## config.mk

```make
export PLATFORM = sky130hd
export DESIGN_NAME = braille_contraction_encoder_core
export DESIGN_NICKNAME = d
export VERILOG_FILES = /design/src/sv/bce_pkg.sv /design/src/sv/braille_contraction_encoder_core.sv /design/src/sv/bce_front.sv /design/src/sv/bce_queue.sv /design/src/sv/bce_back.sv
export SDC_FILE = /design/constraint.sdc
export NUM_CORES = 1
export LEC_CHECK = 0
export BUFFER_PORTS_ARGS = -buffer_cell sky130_fd_sc_hd__clkbuf_2
export CAP_MARGIN = 15
export CORE_ASPECT_RATIO = 0.75
export CORE_MARGIN = 2
export CORE_UTILIZATION = 65
export CTS_CLUSTER_DIAMETER = 50
export DETAILED_ROUTE_END_ITERATION = 7
export PLACE_DENSITY = 0.9
export SETUP_SLACK_MARGIN = 0.1
export SYNTH_ARGS = -nofsm -noshare
export SYNTH_HDL_FRONTEND = slang
export SYNTH_HIERARCHICAL = 1
export SYNTH_SLANG_ARGS = --single-unit
```

## constraint.sdc

```tcl
create_clock -name clk -period 5.8 [get_ports clk]
set_input_delay 1.45 -clock clk [delete_from_list [all_inputs] [get_ports clk]]
set_output_delay 1.45 -clock clk [all_outputs]
set_load 0.02 [all_outputs]
```

## src/sv/bce_pkg.sv

```systemverilog
// ----------------------------------------------------------------------------
// bce_pkg
// Shared types, cell codes and the character lookup for the braille
// contraction encoder.
// ----------------------------------------------------------------------------
package bce_pkg;

    // Tokenizer hold codes
    localparam logic [2:0] ST_IDLE = 3'd0;
    localparam logic [2:0] ST_A    = 3'd1;
    localparam logic [2:0] ST_C    = 3'd2;
    localparam logic [2:0] ST_E    = 3'd3;
    localparam logic [2:0] ST_S    = 3'd4;
    localparam logic [2:0] ST_SC   = 3'd5;

    // Characters the tokenizer looks at
    localparam logic [7:0] CH_A = 8'h61;
    localparam logic [7:0] CH_C = 8'h63;
    localparam logic [7:0] CH_E = 8'h65;
    localparam logic [7:0] CH_H = 8'h68;
    localparam logic [7:0] CH_I = 8'h69;
    localparam logic [7:0] CH_S = 8'h73;
    localparam logic [7:0] CH_T = 8'h74;
    localparam logic [7:0] CH_U = 8'h75;
    localparam logic [7:0] CH_LF = 8'h0A;

    // Contraction cells
    localparam logic [5:0] CELL_AU  = 6'h21;
    localparam logic [5:0] CELL_EU  = 6'h23;
    localparam logic [5:0] CELL_EI  = 6'h29;
    localparam logic [5:0] CELL_CH  = 6'h39;
    localparam logic [5:0] CELL_SCH = 6'h31;
    localparam logic [5:0] CELL_ST  = 6'h3E;

    localparam int RES_SLOTS = 3;

    // One output cell with its flags
    typedef struct packed {
        logic [5:0] dots;
        logic       lb;
        logic       unk;
    } res_t;

    // All cells produced by one input byte
    typedef struct packed {
        res_t [RES_SLOTS-1:0] slots;
        logic [1:0]           count;
    } entry_t;

    // Front to queue
    typedef struct packed {
        logic   valid;
        entry_t entry;
    } push_t;

    // Queue head as seen by the back end
    typedef struct packed {
        logic   valid;
        entry_t entry;
    } head_t;

    function automatic res_t plain_cell(input logic [5:0] dots);
        res_t r;
        r.dots = dots;
        r.lb   = 1'b0;
        r.unk  = 1'b0;
        return r;
    endfunction

    // Single character to cell
    function automatic res_t lookup_cell(input logic [7:0] ch);
        res_t r;
        r = plain_cell(6'h00);
        unique case (ch)
            CH_LF: r.lb = 1'b1;
            8'h61: r.dots = 6'h01; // a
            8'h62: r.dots = 6'h03;
            8'h63: r.dots = 6'h09;
            8'h64: r.dots = 6'h19;
            8'h65: r.dots = 6'h11;
            8'h66: r.dots = 6'h0B;
            8'h67: r.dots = 6'h1B;
            8'h68: r.dots = 6'h13;
            8'h69: r.dots = 6'h0A;
            8'h6A: r.dots = 6'h1A;
            8'h6B: r.dots = 6'h05;
            8'h6C: r.dots = 6'h07;
            8'h6D: r.dots = 6'h0D;
            8'h6E: r.dots = 6'h1D;
            8'h6F: r.dots = 6'h15;
            8'h70: r.dots = 6'h0F;
            8'h71: r.dots = 6'h1F;
            8'h72: r.dots = 6'h17;
            8'h73: r.dots = 6'h0E;
            8'h74: r.dots = 6'h1E;
            8'h75: r.dots = 6'h25;
            8'h76: r.dots = 6'h27;
            8'h77: r.dots = 6'h3A;
            8'h78: r.dots = 6'h2D;
            8'h79: r.dots = 6'h3D;
            8'h7A: r.dots = 6'h35; // z
            8'h20: r.dots = 6'h00; // space
            8'h2C: r.dots = 6'h02;
            8'h3B: r.dots = 6'h06;
            8'h3A: r.dots = 6'h12;
            8'h3F: r.dots = 6'h22;
            8'h21: r.dots = 6'h16;
            8'h28: r.dots = 6'h36;
            8'h29: r.dots = 6'h36;
            8'h2A: r.dots = 6'h14;
            8'h2E: r.dots = 6'h04;
            8'h2D: r.dots = 6'h24;
            8'h27: r.dots = 6'h20;
            default: r.unk = 1'b1;
        endcase
        return r;
    endfunction

endpackage

```

## src/sv/braille_contraction_encoder_core.sv

```systemverilog
// ----------------------------------------------------------------------------
// braille_contraction_encoder_core
// ASCII text to six-dot braille cells with contraction of au, eu, ei, ch,
// sch and st.
// ----------------------------------------------------------------------------
// Usage:
//   Text channel: text_valid/text_stall carry text_byte and end_of_text.
//   A transfer happens on a clock edge with valid high and stall low.
//   Cell channel: cell_valid/cell_stall carry cell_dots, line_break,
//   unknown_char and last_of_run; dot n is bit n-1 of cell_dots.
//   Each byte yields zero to three cells; a byte that only extends a held
//   prefix yields none, and last_of_run marks the final cell of a byte.
//   The cells of a byte pass through the queue and then the output register.
//   Throughput: one cell per cycle out while cell_stall is low; a byte is
//   accepted every cycle while the two-entry queue between tokenizer and
//   output stage has room, so the sustained byte rate is set by the output
//   stage and by how many cells each byte produces.
//   When the receiver stalls, the output register holds its cell, the queue
//   fills and text_stall rises once both queue entries are taken.
//   Reset (rst_n low, asynchronous) empties the queue and output register
//   and drops any held letters.
// ----------------------------------------------------------------------------
module braille_contraction_encoder_core (
    input  logic       clk,
    input  logic       rst_n,
    input  logic       text_valid,
    output logic       text_stall,
    input  logic [7:0] text_byte,
    input  logic       end_of_text,
    output logic       cell_valid,
    input  logic       cell_stall,
    output logic [5:0] cell_dots,
    output logic       line_break,
    output logic       unknown_char,
    output logic       last_of_run
);
    import bce_pkg::*;

    push_t push;
    head_t head;
    logic  pop;
    logic  full;
    logic  accept;

    assign text_stall = full;
    assign accept     = text_valid && !full;

    bce_front u_front (
        .clk         (clk),
        .rst_n       (rst_n),
        .accept      (accept),
        .text_byte   (text_byte),
        .end_of_text (end_of_text),
        .push        (push)
    );

    bce_queue u_queue (
        .clk   (clk),
        .rst_n (rst_n),
        .push  (push),
        .pop   (pop),
        .head  (head),
        .full  (full)
    );

    bce_back u_back (
        .clk          (clk),
        .rst_n        (rst_n),
        .head         (head),
        .pop          (pop),
        .cell_valid   (cell_valid),
        .cell_stall   (cell_stall),
        .cell_dots    (cell_dots),
        .line_break   (line_break),
        .unknown_char (unknown_char),
        .last_of_run  (last_of_run)
    );

endmodule

```

## src/sv/bce_front.sv

```systemverilog
// ----------------------------------------------------------------------------
// bce_front
// Tokenizer: holds prefix letters, forms contractions and builds the list
// of up to three cells for each accepted byte.
// ----------------------------------------------------------------------------
module bce_front (
    input  logic           clk,
    input  logic           rst_n,
    input  logic           accept,
    input  logic [7:0]     text_byte,
    input  logic           end_of_text,
    output bce_pkg::push_t push
);
    import bce_pkg::*;

    logic [2:0] pending_reg;
    logic [2:0] pending_next;
    logic       contr_hit;
    logic [5:0] contr_cell;
    logic       to_sc;
    res_t [1:0] rel;
    logic [1:0] rel_count;
    logic       holds;
    logic [2:0] hold_code;
    res_t       byte_res;
    entry_t     entry;

    // Contraction match against the held prefix
    always_comb
    begin
        contr_hit  = 1'b0;
        contr_cell = 6'h00;
        to_sc      = 1'b0;
        unique case (pending_reg)
            ST_A:
            begin
                if (text_byte == CH_U)
                begin
                    contr_hit  = 1'b1;
                    contr_cell = CELL_AU;
                end
            end
            ST_C:
            begin
                if (text_byte == CH_H)
                begin
                    contr_hit  = 1'b1;
                    contr_cell = CELL_CH;
                end
            end
            ST_E:
            begin
                if (text_byte == CH_I)
                begin
                    contr_hit  = 1'b1;
                    contr_cell = CELL_EI;
                end
                else if (text_byte == CH_U)
                begin
                    contr_hit  = 1'b1;
                    contr_cell = CELL_EU;
                end
            end
            ST_S:
            begin
                if (text_byte == CH_T)
                begin
                    contr_hit  = 1'b1;
                    contr_cell = CELL_ST;
                end
                else if (text_byte == CH_C)
                begin
                    to_sc = 1'b1;
                end
            end
            ST_SC:
            begin
                if (text_byte == CH_H)
                begin
                    contr_hit  = 1'b1;
                    contr_cell = CELL_SCH;
                end
            end
            default: ;
        endcase
    end

    // Held letters released as single cells
    always_comb
    begin
        rel[0]    = lookup_cell(CH_S);
        rel[1]    = lookup_cell(CH_C);
        rel_count = 2'd0;
        unique case (pending_reg)
            ST_A:
            begin
                rel[0]    = lookup_cell(CH_A);
                rel_count = 2'd1;
            end
            ST_C:
            begin
                rel[0]    = lookup_cell(CH_C);
                rel_count = 2'd1;
            end
            ST_E:
            begin
                rel[0]    = lookup_cell(CH_E);
                rel_count = 2'd1;
            end
            ST_S:    rel_count = 2'd1;
            ST_SC:   rel_count = 2'd2;
            default: rel_count = 2'd0;
        endcase
    end

    // Does the new byte start a prefix
    always_comb
    begin
        holds     = 1'b1;
        hold_code = ST_IDLE;
        unique case (text_byte)
            CH_A:    hold_code = ST_A;
            CH_C:    hold_code = ST_C;
            CH_E:    hold_code = ST_E;
            CH_S:    hold_code = ST_S;
            default: holds = 1'b0;
        endcase
    end

    assign byte_res = lookup_cell(text_byte);

    // Assemble the cell list and next hold state
    always_comb
    begin
        entry.slots[0] = rel[0];
        entry.slots[1] = rel[1];
        entry.slots[2] = byte_res;
        entry.count    = 2'd0;
        pending_next   = ST_IDLE;
        priority if (contr_hit)
        begin
            entry.slots[0] = plain_cell(contr_cell);
            entry.count    = 2'd1;
        end
        else if (to_sc)
        begin
            // sc pair; released at once on end of text
            entry.slots[0] = lookup_cell(CH_S);
            entry.slots[1] = lookup_cell(CH_C);
            if (end_of_text)
                entry.count = 2'd2;
            else
                pending_next = ST_SC;
        end
        else
        begin
            if (holds && !end_of_text)
            begin
                entry.count  = rel_count;
                pending_next = hold_code;
            end
            else
            begin
                // new byte goes directly after the released letters
                unique case (rel_count)
                    2'd0:    entry.slots[0] = byte_res;
                    2'd1:    entry.slots[1] = byte_res;
                    default: entry.slots[2] = byte_res;
                endcase
                entry.count = rel_count + 2'd1;
            end
        end
    end

    always_ff @(posedge clk or negedge rst_n)
    begin
        if (!rst_n)
            pending_reg <= ST_IDLE;
        else if (accept)
            pending_reg <= pending_next;
    end

    assign push.valid = accept && (entry.count != 2'd0);
    assign push.entry = entry;

endmodule

```

## src/sv/bce_queue.sv

```systemverilog
// ----------------------------------------------------------------------------
// bce_queue
// Two-entry queue of per-byte cell lists between tokenizer and output stage.
// ----------------------------------------------------------------------------
module bce_queue (
    input  logic            clk,
    input  logic            rst_n,
    input  bce_pkg::push_t  push,
    input  logic            pop,
    output bce_pkg::head_t  head,
    output logic            full
);
    import bce_pkg::*;

    entry_t     mem_reg [2];
    logic       wr_ptr_reg;
    logic       rd_ptr_reg;
    logic [1:0] count_reg;
    logic [1:0] count_next;

    // Entry storage, no reset needed
    always_ff @(posedge clk)
    begin
        if (push.valid)
            mem_reg[wr_ptr_reg] <= push.entry;
    end

    always_comb
    begin
        count_next = count_reg;
        unique case ({push.valid, pop})
            2'b10:   count_next = count_reg + 2'd1;
            2'b01:   count_next = count_reg - 2'd1;
            default: count_next = count_reg;
        endcase
    end

    // Pointers and fill level
    always_ff @(posedge clk or negedge rst_n)
    begin
        if (!rst_n)
        begin
            wr_ptr_reg <= 1'b0;
            rd_ptr_reg <= 1'b0;
            count_reg  <= 2'd0;
        end
        else
        begin
            if (push.valid)
                wr_ptr_reg <= ~wr_ptr_reg;
            if (pop)
                rd_ptr_reg <= ~rd_ptr_reg;
            count_reg <= count_next;
        end
    end

    assign head.valid = (count_reg != 2'd0);
    assign head.entry = mem_reg[rd_ptr_reg];
    assign full       = (count_reg == 2'd2);

endmodule

```

## src/sv/bce_back.sv

```systemverilog
// ----------------------------------------------------------------------------
// bce_back
// Output stage: walks the cells of the queue head one per cycle, while the
// receiver does not stall, into the output register and marks the last cell of each byte.
// ----------------------------------------------------------------------------
module bce_back (
    input  logic            clk,
    input  logic            rst_n,
    input  bce_pkg::head_t  head,
    output logic            pop,
    output logic            cell_valid,
    input  logic            cell_stall,
    output logic [5:0]      cell_dots,
    output logic            line_break,
    output logic            unknown_char,
    output logic            last_of_run
);
    import bce_pkg::*;

    logic [1:0] idx_reg;
    logic [1:0] idx_next;
    logic       valid_reg;
    res_t       res_reg;
    logic       last_reg;
    logic       load;
    logic       is_last;
    res_t       sel;

    assign load = head.valid && (!valid_reg || !cell_stall);

    // Pick the current cell of the head entry
    always_comb
    begin
        unique case (idx_reg)
            2'd0:    sel = head.entry.slots[0];
            2'd1:    sel = head.entry.slots[1];
            default: sel = head.entry.slots[2];
        endcase
    end

    assign is_last  = (idx_reg == head.entry.count - 2'd1);
    assign pop      = load && is_last;
    assign idx_next = is_last ? 2'd0 : idx_reg + 2'd1;

    always_ff @(posedge clk or negedge rst_n)
    begin
        if (!rst_n)
        begin
            idx_reg   <= 2'd0;
            valid_reg <= 1'b0;
        end
        else
        begin
            if (load)
                idx_reg <= idx_next;
            if (load)
                valid_reg <= 1'b1;
            else if (!cell_stall)
                valid_reg <= 1'b0;
        end
    end

    // Output payload
    always_ff @(posedge clk)
    begin
        if (load)
        begin
            res_reg  <= sel;
            last_reg <= is_last;
        end
    end

    assign cell_valid   = valid_reg;
    assign cell_dots    = res_reg.dots;
    assign line_break   = res_reg.lb;
    assign unknown_char = res_reg.unk;
    assign last_of_run  = last_reg;

endmodule

```

Word-level counts from Yosys, hierarchy flattened
Memories as Yosys holds them, arrays and structs flattened.
Cells that the tools add are included.
Operators by class
  add/subtract/negate cells: 5
  equality and inequality tests: 51
  multiplexer cells: 41
  bitwise operators: 2
  reduce and logical (&&, ||, !) cells: 20
Operators with widths (count)
  6-bit case mux with 36 select lines: 1
  8-bit by 7-bit equality test with 1-bit output, second input constant: 26
  8-bit by 6-bit equality test with 1-bit output, second input constant: 12
  39-bit OR reduction: 1
  6-bit two-way mux: 6
  6-bit case mux with 5 select lines: 1
  8-bit two-way mux: 3
  7-bit case mux with 3 select lines: 1
  18-bit two-way mux: 1
  16-bit two-way mux: 1
  8-bit case mux with 2 select lines: 1
  1-bit two-way mux: 14
  3-bit two-way mux: 4
  3-bit case mux with 4 select lines: 1
  10-bit two-way mux: 1
  8-bit by 4-bit equality test with 1-bit output, second input constant: 1
  2-bit case mux with 2 select lines: 2
  4-bit OR reduction: 2
  2-bit by 1-bit adder with 2-bit output, second input constant: 3
  2-bit by 1-bit equality test with 1-bit output, second input constant: 3
  3-bit by 2-bit equality test with 1-bit output, second input constant: 2
  3-bit equality test, second input constant: 2
  2-bit two-way mux: 3
  2-bit nonzero test: 3
  12 further kinds: 24
Word-level totals
  bits in registers: 19
  bits in writable memories: 52
  input bits: 13
  output and inout bits: 11
  logic and storage cells: 130
  memories: 1
Memory list
  u_queue.mem_reg: depth 2, width 26, read ports 1, clocked after memory_dff 0, wr ports 1, line bce_queue.sv:15  | entry_t mem_reg [2];

Depth between registers and ports, before layout
  depth in word-level cells: 12
  depth in mapped cells: 12
  mapped depth without buffers: 11

By module
Netlist, hierarchy kept.
Modules (own cells, without submodules)
  bce_queue: times used 1, cells an instance 97, area an instance 2163.3 sq um
  bce_front: times used 1, cells an instance 232, area an instance 1596.5 sq um
  bce_back: times used 1, cells an instance 55, area an instance 595.6 sq um
  braille_contraction_encoder_core: times used 1, cells an instance 1, area an instance 13.8 sq um

Worst setup path before layout
No wires, ideal clock.
  path type: input to register
  start point: input text_byte[4]
  end point: memory u_queue/mem_reg[0][0] in the netlist's numbering, enable pin
  library setup time: 0.409 ns
  data arrival time: 3.899 ns
  path slack: 1.492 ns
  stages: 8
  path buffers: 1
  cell sequence: buf_2 and4bb_2 nand2_1 o211a_1 nor2_1 o31a_1 inv_1 nor2_1
RTL lines
  start: declaration: line braille_contraction_encoder_core.sv:28  | input logic [7:0] text_byte,
  end: declaration: line bce_queue.sv:15

==> impl_metrics.csv <==
group,metric,value,unit
sta,max-slew-margin-rel,0.514,
sta,finalHoldViolCount,0,
route,detail_routed_via_count_per_cell,6.92,
worst_hold_path,min_path_type,"flop to flop",
worst_setup_path,startpoint,"text_byte[1]",
sta,final.min_clock_period,3.93,ns
route,detailed_routing_iterations_pass_1,7,
cts,cts_repair_resize_count,0,
run_status,status,"finished clean",
sta,grt_setup_unrepaired,"false",
route,drt_drc_violations_left,0,
logic_synthesis,synth_fp_nets,404,
cts,clock-root-buffer,"sky130_fd_sc_hd__clkbuf_8",
sta,max_freq,254,MHz
logic_synthesis,synth.ff_latch_count,71,
cts,postCtsSetupRepairBufs,0,
worst_setup_path,worst_r2r_path_depth,9,
worst_setup_path,path_max_fanout,36,
power,ir_drop,0.000220,V
worst_setup_path,timing_endpoint_of_the_critical_path,"u_queue/mem_reg[0][2]",
worst_setup_path,cp_cell_sequence,"clkbuf_2 > mux2_2 > nor4_4 > nor4_1 > a211oi_1 > o31a_1 > inv_1 > nor2_2 > buf_4",
placement,placed_cells_incl_taps,466,
sta,final_worst_path_cycle_share,0.678,
floorplanning,placement_rows,25,
logic_synthesis,yosys_warnings,6,
sta,hold-worst-slack,0.486,ns
cts,path_clk_slew,0.07,ns
worst_setup_path,timing.critical_path.slowest_stage_cell,"sky130_fd_sc_hd__clkbuf_2",
layout,largest_register_ffs,52,
floorplanning,chipWidth,98.7,µm
layout,layout.cells.non_filler,483,
placement,post_place_setup_slack,1.60,ns
power,power.leakage,1.75,nW
sta,slew_viol_final,0,
worst_setup_path,cp_data_required_time,5.81,ns
worst_setup_path,cp_data_arrival_time,3.95,ns
placement,buffer_ports.inserted,23,
logic_synthesis,post_synth_main_area_contributors,"sky130_fd_sc_hd__edfxtp_1 (42%), sky130_fd_sc_hd__mux2_4 (6.5%), sky130_fd_sc_hd__dfrtp_1 (5.7%)",
sta,setup_viol,0,
flow_run,max_cap_viol_count,0,
floorplanning,floorplan.initialDensity,0.681,
logic_synthesis,synthFlopType,"sky130_fd_sc_hd__edfxtp_1",
grt,initial_antenna_violation_count,0,
sta,worst_max_slew_pin_slew,0.722,ns
floorplanning,dieHeight,75.0,µm
worst_setup_path,cp_slowest_stage_delay,0.53,ns
cts,tritoncts,"built",
layout,most_common_cell_after_layout_fill_and_taps_aside,"sky130_fd_sc_hd__edfxtp_1",
layout,n_fill_cell,404,
logic_synthesis,synth_edf_count,61,
placement,gp_congestion,1.04,
worst_setup_path,worst-setup-path-type,"input pin to flop",
grt,grt_max_degree,37,
grt,grt_pass1_wl,15.7,mm
cts,maximum_buffer_depth_of_the_clock_tree,2,
worst_setup_path,reg2reg_capture_point,"u_queue/mem_reg[0][2]",
cts,cts.hold.buffers_added,0,
cts,source_to_sink_clock_delay_at_the_later_pin_of_the_worst_skew_pair,0.35,ns
cts,inserted_clock_buffers,9,
layout,final_layout_size_suffix_gt1_frac,0.224,
sta,postLayoutSetupSlackWorst,1.87,ns
floorplanning,dieArea,7400,µm²
worst_setup_path,reg2reg_start,"u_front/pending_reg[2]",
logic_synthesis,synthesis.area,4370,µm²
floorplanning,ioPinCount,24,
logic_synthesis,postSynthAreaPerCell,11.3,µm²
sta,final.setup_skew,0.00743,ns
cts,htreeDepth,3,
logic_synthesis,cell_accounting_for_the_most_synthesized_area,"sky130_fd_sc_hd__edfxtp_1",
layout,layout.nets,416,
route,totalWireLength,10.0,mm
logic_synthesis,netlist-cell-type-count,81,
layout,area_growth,6.84,%
logic_synthesis,synth_top_area_frac,0.419,
logic_synthesis,asyncSetResetFlopFracSynth,0.141,
cts,cts_num_sinks,71,
worst_setup_path,start_kind,"input pin",
route,drt-wirelength-per-cell,20.7,µm
route,ant_nets,0,
floorplanning,fp.coreArea,6410,µm²
power,p_per_area,402,nW/µm²
route,drtIter0Drc,502,
grt,global_route.usage.total,0.281,
worst_setup_path,critPathCaptureType,"flop",
placement,post-dp-hpwl,6.77,mm
layout,most-common-layout-cells,"sky130_fd_sc_hd__edfxtp_1 (61), sky130_fd_sc_hd__nand2_1 (29), sky130_fd_sc_hd__nor2_1 (27)",
grt,number_of_global_route_vias_before_repair,2969,
grt,globalRoute.totalOverflow,0,
sta,tns,0,ns
worst_setup_path,ff2ff_setup_slack,2.74,ns
logic_synthesis,postSynthCellCount,385,
layout,antenna-diode-count,0,
route,via_count,3342,
logic_synthesis,seq_total_area_yosys,0.477,
cell families (layout without fill, tap and decap cells):
kind of cell             Yosys count  in the layout  share of synthesized area
adder cells (fa/ha/maj)            6              6                     0.0172
AND/OR/NAND/NOR                  140            140                      0.190
XOR/XNOR                          12             12                     0.0241
AO/OA/AOI/OAI                     86             86                      0.147
multiplexers                      30             30                     0.0939
buffers and inverters             40             57                     0.0515
flip-flops                        71             71                      0.477
power breakdown:
part           total (mW)  switching (mW)  internal, mW
sequential          0.777          0.0481         0.729
clock               0.438           0.184         0.254
combinational       0.664           0.389         0.275
per-stage QoR:
| stage | total power, mW | instance area [µm²] | utilization |
|---|---|---|---|
| floorplan | 1.31 | 4370 | - |
| global placement | 1.40 | 4440 | 0.692 |
| detailed placement | 1.44 | 4440 | 0.692 |
| CTS | 1.88 | 4660 | 0.727 |
| global route | 1.96 | 4670 | 0.728 |
| finish | 1.88 | 4670 | 0.728 |
per-layer routing:
| layer | share of wire | GRT usage | vias to the layer above | wire length (µm) |
|---|---|---|---|---|
| met2 | 0.45 | 0.430 | 233 | 4490 |
| met1 | 0.41 | 0.385 | 1588 | 4150 |
| met4 | 0.026 | 0.0944 | 0 | 256 |
| met3 | 0.11 | 0.0947 | 35 | 1120 |
| li1 | - | - | 1486 | - |
| met5 | 0 | 0 | - | 0 |
cells in the mapped netlist, types with 5 or more instances:
cell type	instances
sky130_fd_sc_hd__xnor2_1	5
sky130_fd_sc_hd__edfxtp_1	61
sky130_fd_sc_hd__nand2_1	29
sky130_fd_sc_hd__o21ai_0	12
sky130_fd_sc_hd__nand4_1	6
sky130_fd_sc_hd__nor3_1	6
sky130_fd_sc_hd__mux2_4	19
sky130_fd_sc_hd__dfrtp_1	10
sky130_fd_sc_hd__nor2b_1	11
sky130_fd_sc_hd__ha_1	6
sky130_fd_sc_hd__inv_1	14
sky130_fd_sc_hd__xor2_1	7
sky130_fd_sc_hd__nor2_1	28
sky130_fd_sc_hd__clkbuf_1	5
sky130_fd_sc_hd__buf_2	13
sky130_fd_sc_hd__a211oi_1	7
sky130_fd_sc_hd__mux2_2	9
sky130_fd_sc_hd__buf_4	5
sky130_fd_sc_hd__o22ai_1	6
sky130_fd_sc_hd__a21oi_1	10
sky130_fd_sc_hd__nand2b_1	13
sky130_fd_sc_hd__a22oi_1	8
sky130_fd_sc_hd__nor4_1	6
worst min path at each step:
stage / from / end / slack, ns / depth (start not counted)
final: u_queue/count_reg[1] / u_queue/count_reg[1] / 0.49 / 1
after global routing: u_queue/count_reg[1] / u_queue/count_reg[1] / 0.51 / 1
after detailed placement: u_queue/count_reg[1] / u_queue/count_reg[1] / 0.48 / 1
after global placement: u_queue/count_reg[1] / u_queue/count_reg[1] / 0.47 / 1
after CTS: u_queue/count_reg[1] / u_queue/count_reg[1] / 0.49 / 1
after floorplan: u_queue/count_reg[1] / u_queue/count_reg[1] / 0.45 / 1
final cells by class:
cell class              instances  area (µm²)  area share
clock buffers                  11         141      0.0303
clock inverters                 5        81.3      0.0174
well taps                      81         101      0.0217
inverters                      14        52.6      0.0113
multi-input cells             274        2060       0.442
flip-flops and latches         71        2080       0.446
repair buffers                 27         145      0.0311
critical path: cells and delay by family:
kind / cells / cell delay [ns]
simple gates: 3 / 0.56
buf+inv: 3 / 0.96
compound gates: 2 / 0.49
mux: 1 / 0.47
Power figures use the tool's default switching activity.
